File: src/rtl/button_debounce_confirm_top_assert.svh
// ----------------------------------------------------------------------------
// Assertion macros for the button debounce block
// Wraps concurrent assertions so that a build can leave them out.
// ----------------------------------------------------------------------------
`ifndef BUTTON_DEBOUNCE_CONFIRM_TOP_ASSERT_SVH
`define BUTTON_DEBOUNCE_CONFIRM_TOP_ASSERT_SVH

`ifndef NO_ASSERTIONS

// Same-cycle implication
`define BDC_ASSERT_IMP(label, clk, rst, ante, cons, msg) \
   label: assert property (@(posedge clk) disable iff (rst) (ante) |-> (cons)) \
      else $error(msg);

// Next-cycle implication
`define BDC_ASSERT_NEXT(label, clk, rst, ante, cons, msg) \
   label: assert property (@(posedge clk) disable iff (rst) (ante) |=> (cons)) \
      else $error(msg);

`else

`define BDC_ASSERT_IMP(label, clk, rst, ante, cons, msg)
`define BDC_ASSERT_NEXT(label, clk, rst, ante, cons, msg)

`endif

`endif

File: src/rtl/bdc_pkg.sv
// ----------------------------------------------------------------------------
// Button debounce package
// Types, codes and reset values shared by the debounce block.
// ----------------------------------------------------------------------------
`default_nettype none

package bdc_pkg;

   // Field and register widths
   localparam int unsigned IntervalWidth = 16;
   localparam int unsigned CountWidth    = 8;
   localparam int unsigned CsrAddrWidth  = 3;
   localparam int unsigned CsrDataWidth  = 32;
   localparam int unsigned TdataWidth    = 8;

   // Register reset values
   localparam logic [IntervalWidth-1:0] IntervalReset = 16'd10;
   localparam logic [CountWidth-1:0]    CountReset    = 8'd3;

   // Register indexes, taken from address bit 2
   localparam logic CSR_IDX_INTERVAL = 1'b0;
   localparam logic CSR_IDX_COUNT    = 1'b1;

   // Transaction kinds carried in tuser
   localparam logic OP_TICK = 1'b0;
   localparam logic OP_EDGE = 1'b1;

   // Confirmation phase
   typedef enum logic [1:0] {
      PHASE_IDLE     = 2'd0,
      PHASE_WANT_ON  = 2'd1,
      PHASE_WANT_OFF = 2'd2
   } phase_type;

endpackage : bdc_pkg

`default_nettype wire

File: src/rtl/button_debounce_confirm_top.sv
// ----------------------------------------------------------------------------
// Button debounce with repeated-sample confirmation
// A result is registered and appears in the cycle after its request transaction.
// Throughput: one transaction per cycle; the single-pass state update sets it.
// A result waiting on rsp_tready holds req_tready low until it is taken.
// Reset (synchronous): idle, disarmed, LED off, interval 10, count 3.
// ----------------------------------------------------------------------------
`default_nettype none
`include "button_debounce_confirm_top_assert.svh"

module button_debounce_confirm_top
   import bdc_pkg::*;
(
   input  wire logic                    clock,
   input  wire logic                    reset,
   // request channel
   input  wire logic                    req_tvalid,
   output logic                         req_tready,
   input  wire logic [TdataWidth-1:0]   req_tdata,   // [0] pin_level, [7:1] zero
   input  wire logic                    req_tuser,   // [0] op
   // result channel
   output logic                         rsp_tvalid,
   input  wire logic                    rsp_tready,
   output logic [TdataWidth-1:0]        rsp_tdata,   // [0] led_on, [1] armed, [7:2] zero
   // configuration port
   input  wire logic                    csr_psel,
   input  wire logic                    csr_penable,
   input  wire logic                    csr_pwrite,
   input  wire logic [CsrAddrWidth-1:0] csr_paddr,
   input  wire logic [CsrDataWidth-1:0] csr_pwdata,
   output logic [CsrDataWidth-1:0]      csr_prdata,
   output logic                         csr_pready
);

   // Configuration registers
   logic [IntervalWidth-1:0] interval_ff;
   logic [CountWidth-1:0]    count_ff;
   logic                     csr_write;

   // Debounce state
   phase_type                phase_ff, phase_in;
   logic [IntervalWidth-1:0] tick_ff, tick_in, tick_inc;
   logic [CountWidth-1:0]    samp_ff, samp_in, samp_inc;
   logic                     conf_ff, conf_in;
   logic                     pend_ff, pend_in;

   // Result register
   logic                     rsp_valid_ff, rsp_valid_in;
   logic [TdataWidth-1:0]    rsp_data_ff, rsp_data_in;

   logic                     req_accept;
   logic                     pressed;

   // --------------------------------------------------------------------
   // Configuration port
   // --------------------------------------------------------------------
   assign csr_pready = 1'b1;
   assign csr_write  = csr_psel & csr_penable & csr_pwrite & csr_pready;

   // Write the addressed register
   always_ff @(posedge clock) begin
      if (reset) begin
         interval_ff <= IntervalReset;
         count_ff    <= CountReset;
      end else if (csr_write) begin
         case (csr_paddr[2])
            CSR_IDX_INTERVAL: interval_ff <= csr_pwdata[IntervalWidth-1:0];
            CSR_IDX_COUNT:    count_ff    <= csr_pwdata[CountWidth-1:0];
            default:          ;
         endcase
      end
   end

   // Read back the addressed register
   always_comb begin
      case (csr_paddr[2])
         CSR_IDX_INTERVAL: csr_prdata = {{(CsrDataWidth-IntervalWidth){1'b0}}, interval_ff};
         CSR_IDX_COUNT:    csr_prdata = {{(CsrDataWidth-CountWidth){1'b0}}, count_ff};
         default:          csr_prdata = '0;
      endcase
   end

   // --------------------------------------------------------------------
   // Handshake
   // --------------------------------------------------------------------
   assign req_tready = ~rsp_valid_ff | rsp_tready;
   assign req_accept = req_tvalid & req_tready;
   assign pressed    = ~req_tdata[0];

   assign tick_inc = tick_ff + 1'b1;
   assign samp_inc = samp_ff + 1'b1;

   // --------------------------------------------------------------------
   // Next state
   // --------------------------------------------------------------------
   always_comb begin
      phase_in = phase_ff;
      tick_in  = tick_ff;
      samp_in  = samp_ff;
      conf_in  = conf_ff;
      pend_in  = pend_ff;
      if (req_accept) begin
         if (req_tuser == OP_EDGE) begin
            pend_in = 1'b1;
         end else if (pend_ff) begin
            case (phase_ff)
               PHASE_WANT_ON, PHASE_WANT_OFF: begin
                  // advance the interval timer, sample when it expires
                  tick_in = tick_inc;
                  if (tick_inc >= interval_ff) begin
                     tick_in = '0;
                     samp_in = samp_inc;
                     if (pressed == (phase_ff == PHASE_WANT_ON)) begin
                        if (samp_inc >= count_ff) begin
                           conf_in  = (phase_ff == PHASE_WANT_ON);
                           samp_in  = '0;
                           phase_in = PHASE_IDLE;
                        end
                     end else begin
                        // disagreeing sample: drop the phase
                        samp_in  = '0;
                        phase_in = PHASE_IDLE;
                     end
                  end
               end
               default: begin
                  // idle: start a phase toward the other state, else disarm
                  if (pressed && !conf_ff) begin
                     phase_in = PHASE_WANT_ON;
                     tick_in  = '0;
                  end else if (!pressed && conf_ff) begin
                     phase_in = PHASE_WANT_OFF;
                     tick_in  = '0;
                  end else begin
                     phase_in = PHASE_IDLE;
                     pend_in  = 1'b0;
                  end
               end
            endcase
         end
      end
   end

   // --------------------------------------------------------------------
   // Outputs
   // --------------------------------------------------------------------
   always_comb begin
      rsp_data_in  = {{(TdataWidth-2){1'b0}}, pend_in, conf_in};
      rsp_valid_in = rsp_valid_ff & ~rsp_tready;
      if (req_accept) begin
         rsp_valid_in = 1'b1;
      end
   end

   // Hold the state and the result register
   always_ff @(posedge clock) begin
      if (reset) begin
         phase_ff     <= PHASE_IDLE;
         tick_ff      <= '0;
         samp_ff      <= '0;
         conf_ff      <= 1'b0;
         pend_ff      <= 1'b0;
         rsp_valid_ff <= 1'b0;
      end else begin
         phase_ff     <= phase_in;
         tick_ff      <= tick_in;
         samp_ff      <= samp_in;
         conf_ff      <= conf_in;
         pend_ff      <= pend_in;
         rsp_valid_ff <= rsp_valid_in;
      end
   end

   // Load the result on each accepted transaction
   always_ff @(posedge clock) begin
      if (req_accept) begin
         rsp_data_ff <= rsp_data_in;
      end
   end

   assign rsp_tvalid = rsp_valid_ff;
   assign rsp_tdata  = rsp_data_ff;

   // --------------------------------------------------------------------
   // Assertions
   // --------------------------------------------------------------------
   `BDC_ASSERT_IMP(a_phase_needs_armed, clock, reset, phase_ff != PHASE_IDLE,
      pend_ff, "confirm phase while disarmed")
   `BDC_ASSERT_IMP(a_samples_only_in_phase, clock, reset, samp_ff != '0,
      phase_ff != PHASE_IDLE, "sample count left over in idle")
   `BDC_ASSERT_NEXT(a_result_follows, clock, reset, req_accept, rsp_valid_ff,
      "no result after request transaction")
   `BDC_ASSERT_IMP(a_led_moves_on_request, clock, reset, !$stable(conf_ff),
      $past(req_accept), "LED state changed without a transaction")

endmodule : button_debounce_confirm_top

`default_nettype wire

File: config.mk
export PLATFORM = sky130hd
export DESIGN_NAME = button_debounce_confirm_top
export DESIGN_NICKNAME = d
export VERILOG_FILES = /design/src/rtl/bdc_pkg.sv /design/src/rtl/button_debounce_confirm_top.sv
export VERILOG_INCLUDE_DIRS = /design/src /design/src/rtl
export SDC_FILE = /design/constraint.sdc
export NUM_CORES = 1
export LEC_CHECK = 0
export ABC_AREA = 1
export ABC_CLOCK_PERIOD_IN_PS = 5930
export BUFFER_PORTS_ARGS = -buffer_cell sky130_fd_sc_hd__buf_2
export CAP_MARGIN = 40
export CELL_PAD_IN_SITES_DETAIL_PLACEMENT = 0
export CELL_PAD_IN_SITES_GLOBAL_PLACEMENT = 1
export CORE_UTILIZATION = 41
export CTS_CLUSTER_SIZE = 40
export DETAILED_ROUTE_END_ITERATION = 12
export PLACE_DENSITY_LB_ADDON = 0.1
export SYNTH_ARGS = -nofsm -noshare
export SYNTH_HDL_FRONTEND = slang
export SYNTH_SLANG_ARGS = --single-unit
File: constraint.sdc
create_clock -name clock -period 5.93 [get_ports clock]
set_input_delay 0.2965 -clock clock [delete_from_list [all_inputs] [get_ports clock]]
set_output_delay 0.2965 -clock clock [all_outputs]
set_load 0.02 [all_outputs]
[After elaboration in Yosys (flattened, before gate mapping)]
Cells that the tools add are included.
Cells by class
  add/sub/neg operators: 2
  magnitude comparators: 2
  eq/ne operators: 5
  muxes and demuxes: 27
  bitwise logic cells: 10
  reductions and logical operators: 10
Operators by type and width (number)
  $mux W16: 4
  $pmux W32 S2: 1
  $add A16 B1 Y16 const B: 1
  $ge A16 B16 Y1: 1
  $mux W8: 2
  $mux W1: 14
  $mux W2: 6
  $reduce_and A5 Y1: 2
  $add A8 B1 Y8 const B: 1
  $ge A8 B8 Y1: 1
  $not A1 Y1: 5
  $and A1 B1 Y1: 4
  $reduce_and A2 Y1: 2
  $reduce_and A4 Y1: 1
  $ne A3 B3 Y1 const B: 1
  $reduce_bool A3 Y1: 1
  $eq A2 B1 Y1 const B: 1
  $eq A2 B2 Y1 const B: 1
  $logic_and A1 B1 Y1: 2
  $ne A2 B2 Y1 const B: 1
  $reduce_or A2 Y1: 1
  $eq A1 B1 Y1: 1
  $logic_not A1 Y1: 1
  $or A1 B1 Y1: 1
Storage, ports and cells
  flip-flop bits (word level): 55
  word-level logic and storage cells: 65

[Depth between registers and ports, before layout]
  depth after elaboration: 9
  depth in mapped cells: 20
  gate-level depth less buffers: 19

[Worst setup path before layout]
No wires, ideal clock.
  kind: flip-flop to flip-flop
  from: reg tick_ff[4]
  to: reg rsp_data_ff[0], in the netlist rsp_tdata[0], data pin
  setup time: 0.251 ns
  arrival: 2.214 ns
  data required time: 5.679 ns
  path slack: 3.466 ns
  cell stages (with the launch flop): 17
  path buffers: 1
  clock period less this slack: 2.464 ns
  cells stage by stage: dfxtp_1 > inv_2 > nor3_4 > nand2_4 > nor2_8 > nand2_1 > nand2_1 > nand2_2 > ha_1 > nand2_1 > nor4_1 > nand2_1 > nand2_1 > buf_4 > nand4_1 > nand2_1 > inv_1
On the way
  cells in the longest elaborated chain, start to end: 7
RTL lines
  start, declared: line button_debounce_confirm_top.sv:42  | logic [IntervalWidth-1:0] tick_ff, tick_in, tick_inc;
  start signal, assigned: line button_debounce_confirm_top.sv:166  | tick_ff <= tick_in;
  $add A16 B1 Y16: line button_debounce_confirm_top.sv:90  | assign tick_inc = tick_ff + 1'b1;
  $ge A16 B16 Y1: line button_debounce_confirm_top.sv:110  | if (tick_inc >= interval_ff) begin
  $mux W1: line button_debounce_confirm_top.sv:110
  $mux W1: line button_debounce_confirm_top.sv:106  | case (phase_ff)
  $mux W1: line button_debounce_confirm_top.sv:105  | end else if (pend_ff) begin
  $mux W1: line button_debounce_confirm_top.sv:103  | if (req_tuser == OP_EDGE) begin
  $mux W1: line button_debounce_confirm_top.sv:102  | if (req_accept) begin
  net conf_in: line button_debounce_confirm_top.sv:44  | logic conf_ff, conf_in;
  end signal, assigned: line button_debounce_confirm_top.sv:177  | rsp_data_ff <= rsp_data_in;
  end, declared: line button_debounce_confirm_top.sv:49  | logic [TdataWidth-1:0] rsp_data_ff, rsp_data_in;
The timed path passes the listed nets, and every way through them passes these cells.
A chain may end at the register's enable or synchronous reset.

[Worst setup path after layout]
  from: reg tick_ff[0]
  to: reg samp_ff[7]
On the way
  cells in the longest elaborated chain, start to end: 3
RTL lines
  $add A16 B1 Y16: line button_debounce_confirm_top.sv:90
  $ge A16 B16 Y1: line button_debounce_confirm_top.sv:110
  $reduce_and A5 Y1 (no source line)
  end signal, assigned: line button_debounce_confirm_top.sv:167  | samp_ff <= samp_in;
  end, declared: line button_debounce_confirm_top.sv:43  | logic [CountWidth-1:0] samp_ff, samp_in, samp_inc;
Every way passes these cells.

==> impl_metrics.json <==
{
  "worstPathRequired_ns": 6.10,
  "p_comb_frac": 0.116,
  "cts_resized": 0,
  "period_share": 0.512,
  "rsz0062_at_grt": "no",
  "hp-class": "in -> reg",
  "fill_cells": 861,
  "p_per_area_nw_per_um2": 187,
  "p_sw_uw": 195,
  "p_int_uw": 529,
  "cp_max_fo": 12,
  "hold_buffers": 0,
  "fmaxAchievable_ghz": 0.329,
  "cts_tree": "built",
  "crit_buf_inv": 0,
  "synthTopCellsByArea": "dfxtp_1, nand2_1, ha_1",
  "crit_path_start": "tick_ff[0]$_SDFFE_PP0P_",
  "worst_hold_slack_ns": 0.222,
  "place.gp.congestion": 0.760,
  "finalHoldViolCount": 0,
  "ys_types": 37,
  "crit_family": "simple AND/OR/NAND/NOR gates",
  "criticalPathCategory": "reg -> reg",
  "start_util": 0.429,
  "die-area_um2": 9070,
  "outcome": "finished, final reports clean",
  "insertion_delay_ns": 0.31,
  "drc": 0,
  "syn_area_um2": 3560,
  "row_count": 33,
  "cts.htree.levels": 2,
  "critPathMostFrequentCell": "nand2_1",
  "fin_util": 0.465,
  "max-slew-margin-rel": 0.499,
  "vias": 3063,
  "setup_viol": 0,
  "drv_cap": 0,
  "worstSetupEndpointType": "register",
  "fin_setup_tns_ns": 0,
  "drive_gt1_frac": 0.148,
  "cp.arrival_ns": 3.21,
  "numCtsBuffers": 5,
  "yosys_warnings": 0,
  "drt_pass1_iterations": 5,
  "synth_largest_area_cell": "dfxtp_1",
  "grt_overflow": 0,
  "die_h_um": 95.2,
  "grt_max_degree": 31,
  "clkSinkCount": 55,
  "root_buffer": "clkbuf_8",
  "postCtsSetupBuffers": 0,
  "cts_buffer_depth": 2,
  "p_seq_frac": 0.529,
  "routedWlPerCell_um": 12.4,
  "min_from": "csr_pwdata[1]",
  "avgSynthCellArea_um2": 7.17,
  "fin_skew_ns": 0.0150,
  "ir_drop_mv": 0.0817,
  "slew_violations": 0,
  "max_stage_delay_ns": 0.38,
  "dp_hpwl_um": 5830,
  "path_clk_slew_ns": 0.11,
  "viasPerCell": 4.81,
  "syn2layout_area_growth_pct": 8.29,
  "reg2reg_from": "tick_ff[0]$_SDFFE_PP0P_",
  "cp_cell_sequence": "ha_1, nand3_1, nor3_2, nand2_1, nand2_1, nand2_1, ha_1, nand2_1, nor4_1, nand2_1, nand2_1, nand2_1, nand2_1, a21oi_1",
  "antenna_cells": 0,
  "tightest_slew_ns": 0.751,
  "fin_nets": 611,
  "die_w_um": 95.2,
  "critPathSlowestCell": "dfxtp_1",
  "crit_path_start_kind": "register",
  "rrSetupSlack_ns": 2.89,
  "grt.total_usage": 0.184,
  "drt_iter0_markers": 122,
  "period_minus_slack_ns": 3.04,
  "ios": 94,
  "synth.top_cell.area_share": 0.298,
  "wl_um": 7880,
  "io_buffers": 45,
  "grt_pass1_wl_um": 13000,
  "postRouteAntennaNets": 0,
  "grt_pass1_vias": 2769,
  "ys_ff_latch": 55,
  "power_frac_clock": 0.356,
  "swShare": 0.269,
  "p_leak_nw": 1.83,
  "synth_seq_area_share": 0.315,
  "syn_inst": 497,
  "core_um2": 8300,
  "antenna_found_initial": 0
}
-- path summary, 6_finish.rpt --
path | end | cells past startpoint
max | samp_ff[7]$_SDFFE_PP0P_ | 14
min | count_ff[1]$_SDFFE_PP1P_ | 3
max reg2reg | samp_ff[7]$_SDFFE_PP0P_ | 14
min reg2reg | interval_ff[4]$_SDFFE_PP0P_ | 2
-- layout by cell type (no fill, tap or decap), types with 5 or more instances in the layout --
master / count
nand2_1: 102
inv_1: 67
a21oi_1: 56
dfxtp_1: 53
buf_2: 45
o21ai_0: 33
nor2_1: 29
ha_1: 29
nand3_1: 27
conb_1: 23
nand4_1: 10
xor2_1: 9
xnor2_1: 5
nand2_2: 5
clkbuf_8: 5
-- cells by family (layout without fill, tap and decap cells) --
group	count (synthesis)	count (layout)	share of synthesized area
XOR/XNOR	16	16	0.0467
other	2	23	0.00211
AO/OA/AOI/OAI	95	95	0.139
AND/OR/NAND/NOR	191	191	0.251
buffers and inverters	109	123	0.145
flip-flops	55	55	0.315
adder cells (fa/ha/maj)	29	29	0.102
-- sequential cells by signal (all words and copies together) (netlist names) --
signal       cells
rsp_tdata        2
pend_ff          1
tick_ff         16
count_ff         8
rsp_tvalid       1
samp_ff          8
phase_ff         2
conf_ff          1
interval_ff     16
-- metal layers --
layer  up-vias  global-route usage  wire length [um]
met4         0              0.0341                52
met2        68               0.320              3630
li1       1616                   -                 -
met1      1374               0.241              3850
met3         5              0.0279               347
met5         -                   0                 0
-- power groups by stage --
| stage | Clock (mW) | Combinational [mW] | Sequential (mW) |
|---|---|---|---|
| CTS | 0.266 | 0.0843 | 0.382 |
| detailed placement | 0 | 0.0843 | 0.391 |
| finish | 0.257 | 0.0837 | 0.382 |
| floorplan | 0 | 0.0694 | 0.392 |
| global placement | 0 | 0.0833 | 0.391 |
| global route | 0.281 | 0.0945 | 0.383 |
-- worst register-to-register path, stage by stage (launching register included) --
cell and delay, ns:
dfxtp_1 0.38, ha_1 0.20, nand3_1 0.17, nor3_2 0.25
nand2_1 0.08, nand2_1 0.06, nand2_1 0.11, ha_1 0.30
nand2_1 0.08, nor4_1 0.30, nand2_1 0.11, nand2_1 0.35
nand2_1 0.31, nand2_1 0.14, a21oi_1 0.07
-- synth_stat cells --
library cell and instances:
a21oi_2 3, nand2_4 1, inv_2 3, nand3b_1 2, nor3_1 1, and2_1 1
nor3_4 1, conb_1 2, edfxtp_1 2, nand2_2 5, nor2_1 29, buf_2 1
ha_1 29, buf_6 1, a31oi_1 1, xor2_1 9, xor2_2 1, nand2_1 102
o21ai_0 33, nor4_1 1, a21oi_1 56, nand3_2 3, nand4_1 10, clkbuf_1 11
nor2_2 1, nor3_2 3, a21o_1 1, or2_1 1, dfxtp_1 53, a31o_2 1
xnor2_1 5, buf_4 26, nor2_4 2, nor2_8 1, inv_1 67, xor2_4 1
nand3_1 27
-- per-stage QoR --
stage          cell area (um^2)  instances  setup slack (ns)  power (mW)
6_report                   3860        637              2.89       0.723
5_1_grt                    3860        637              2.53       0.759
4_1_cts                    3860        637              2.80       0.733
3_5_place_dp               3750        629              2.84       0.475
3_3_place_gp               3750        629              2.91       0.474
2_1_floorplan              3640        518              3.47       0.461
-- cell type report --
class	count	area (um^2)	share of cell area
inverters	70	263	0.0681
multi-input cells	354	2010	0.520
clock buffers	5	68.8	0.0178
flip-flops and latches	55	1120	0.291
clock inverters	3	43.8	0.0113
repair buffers	45	225	0.0584
well taps	105	131	0.0340
Power figures use the tool's default switching activity.
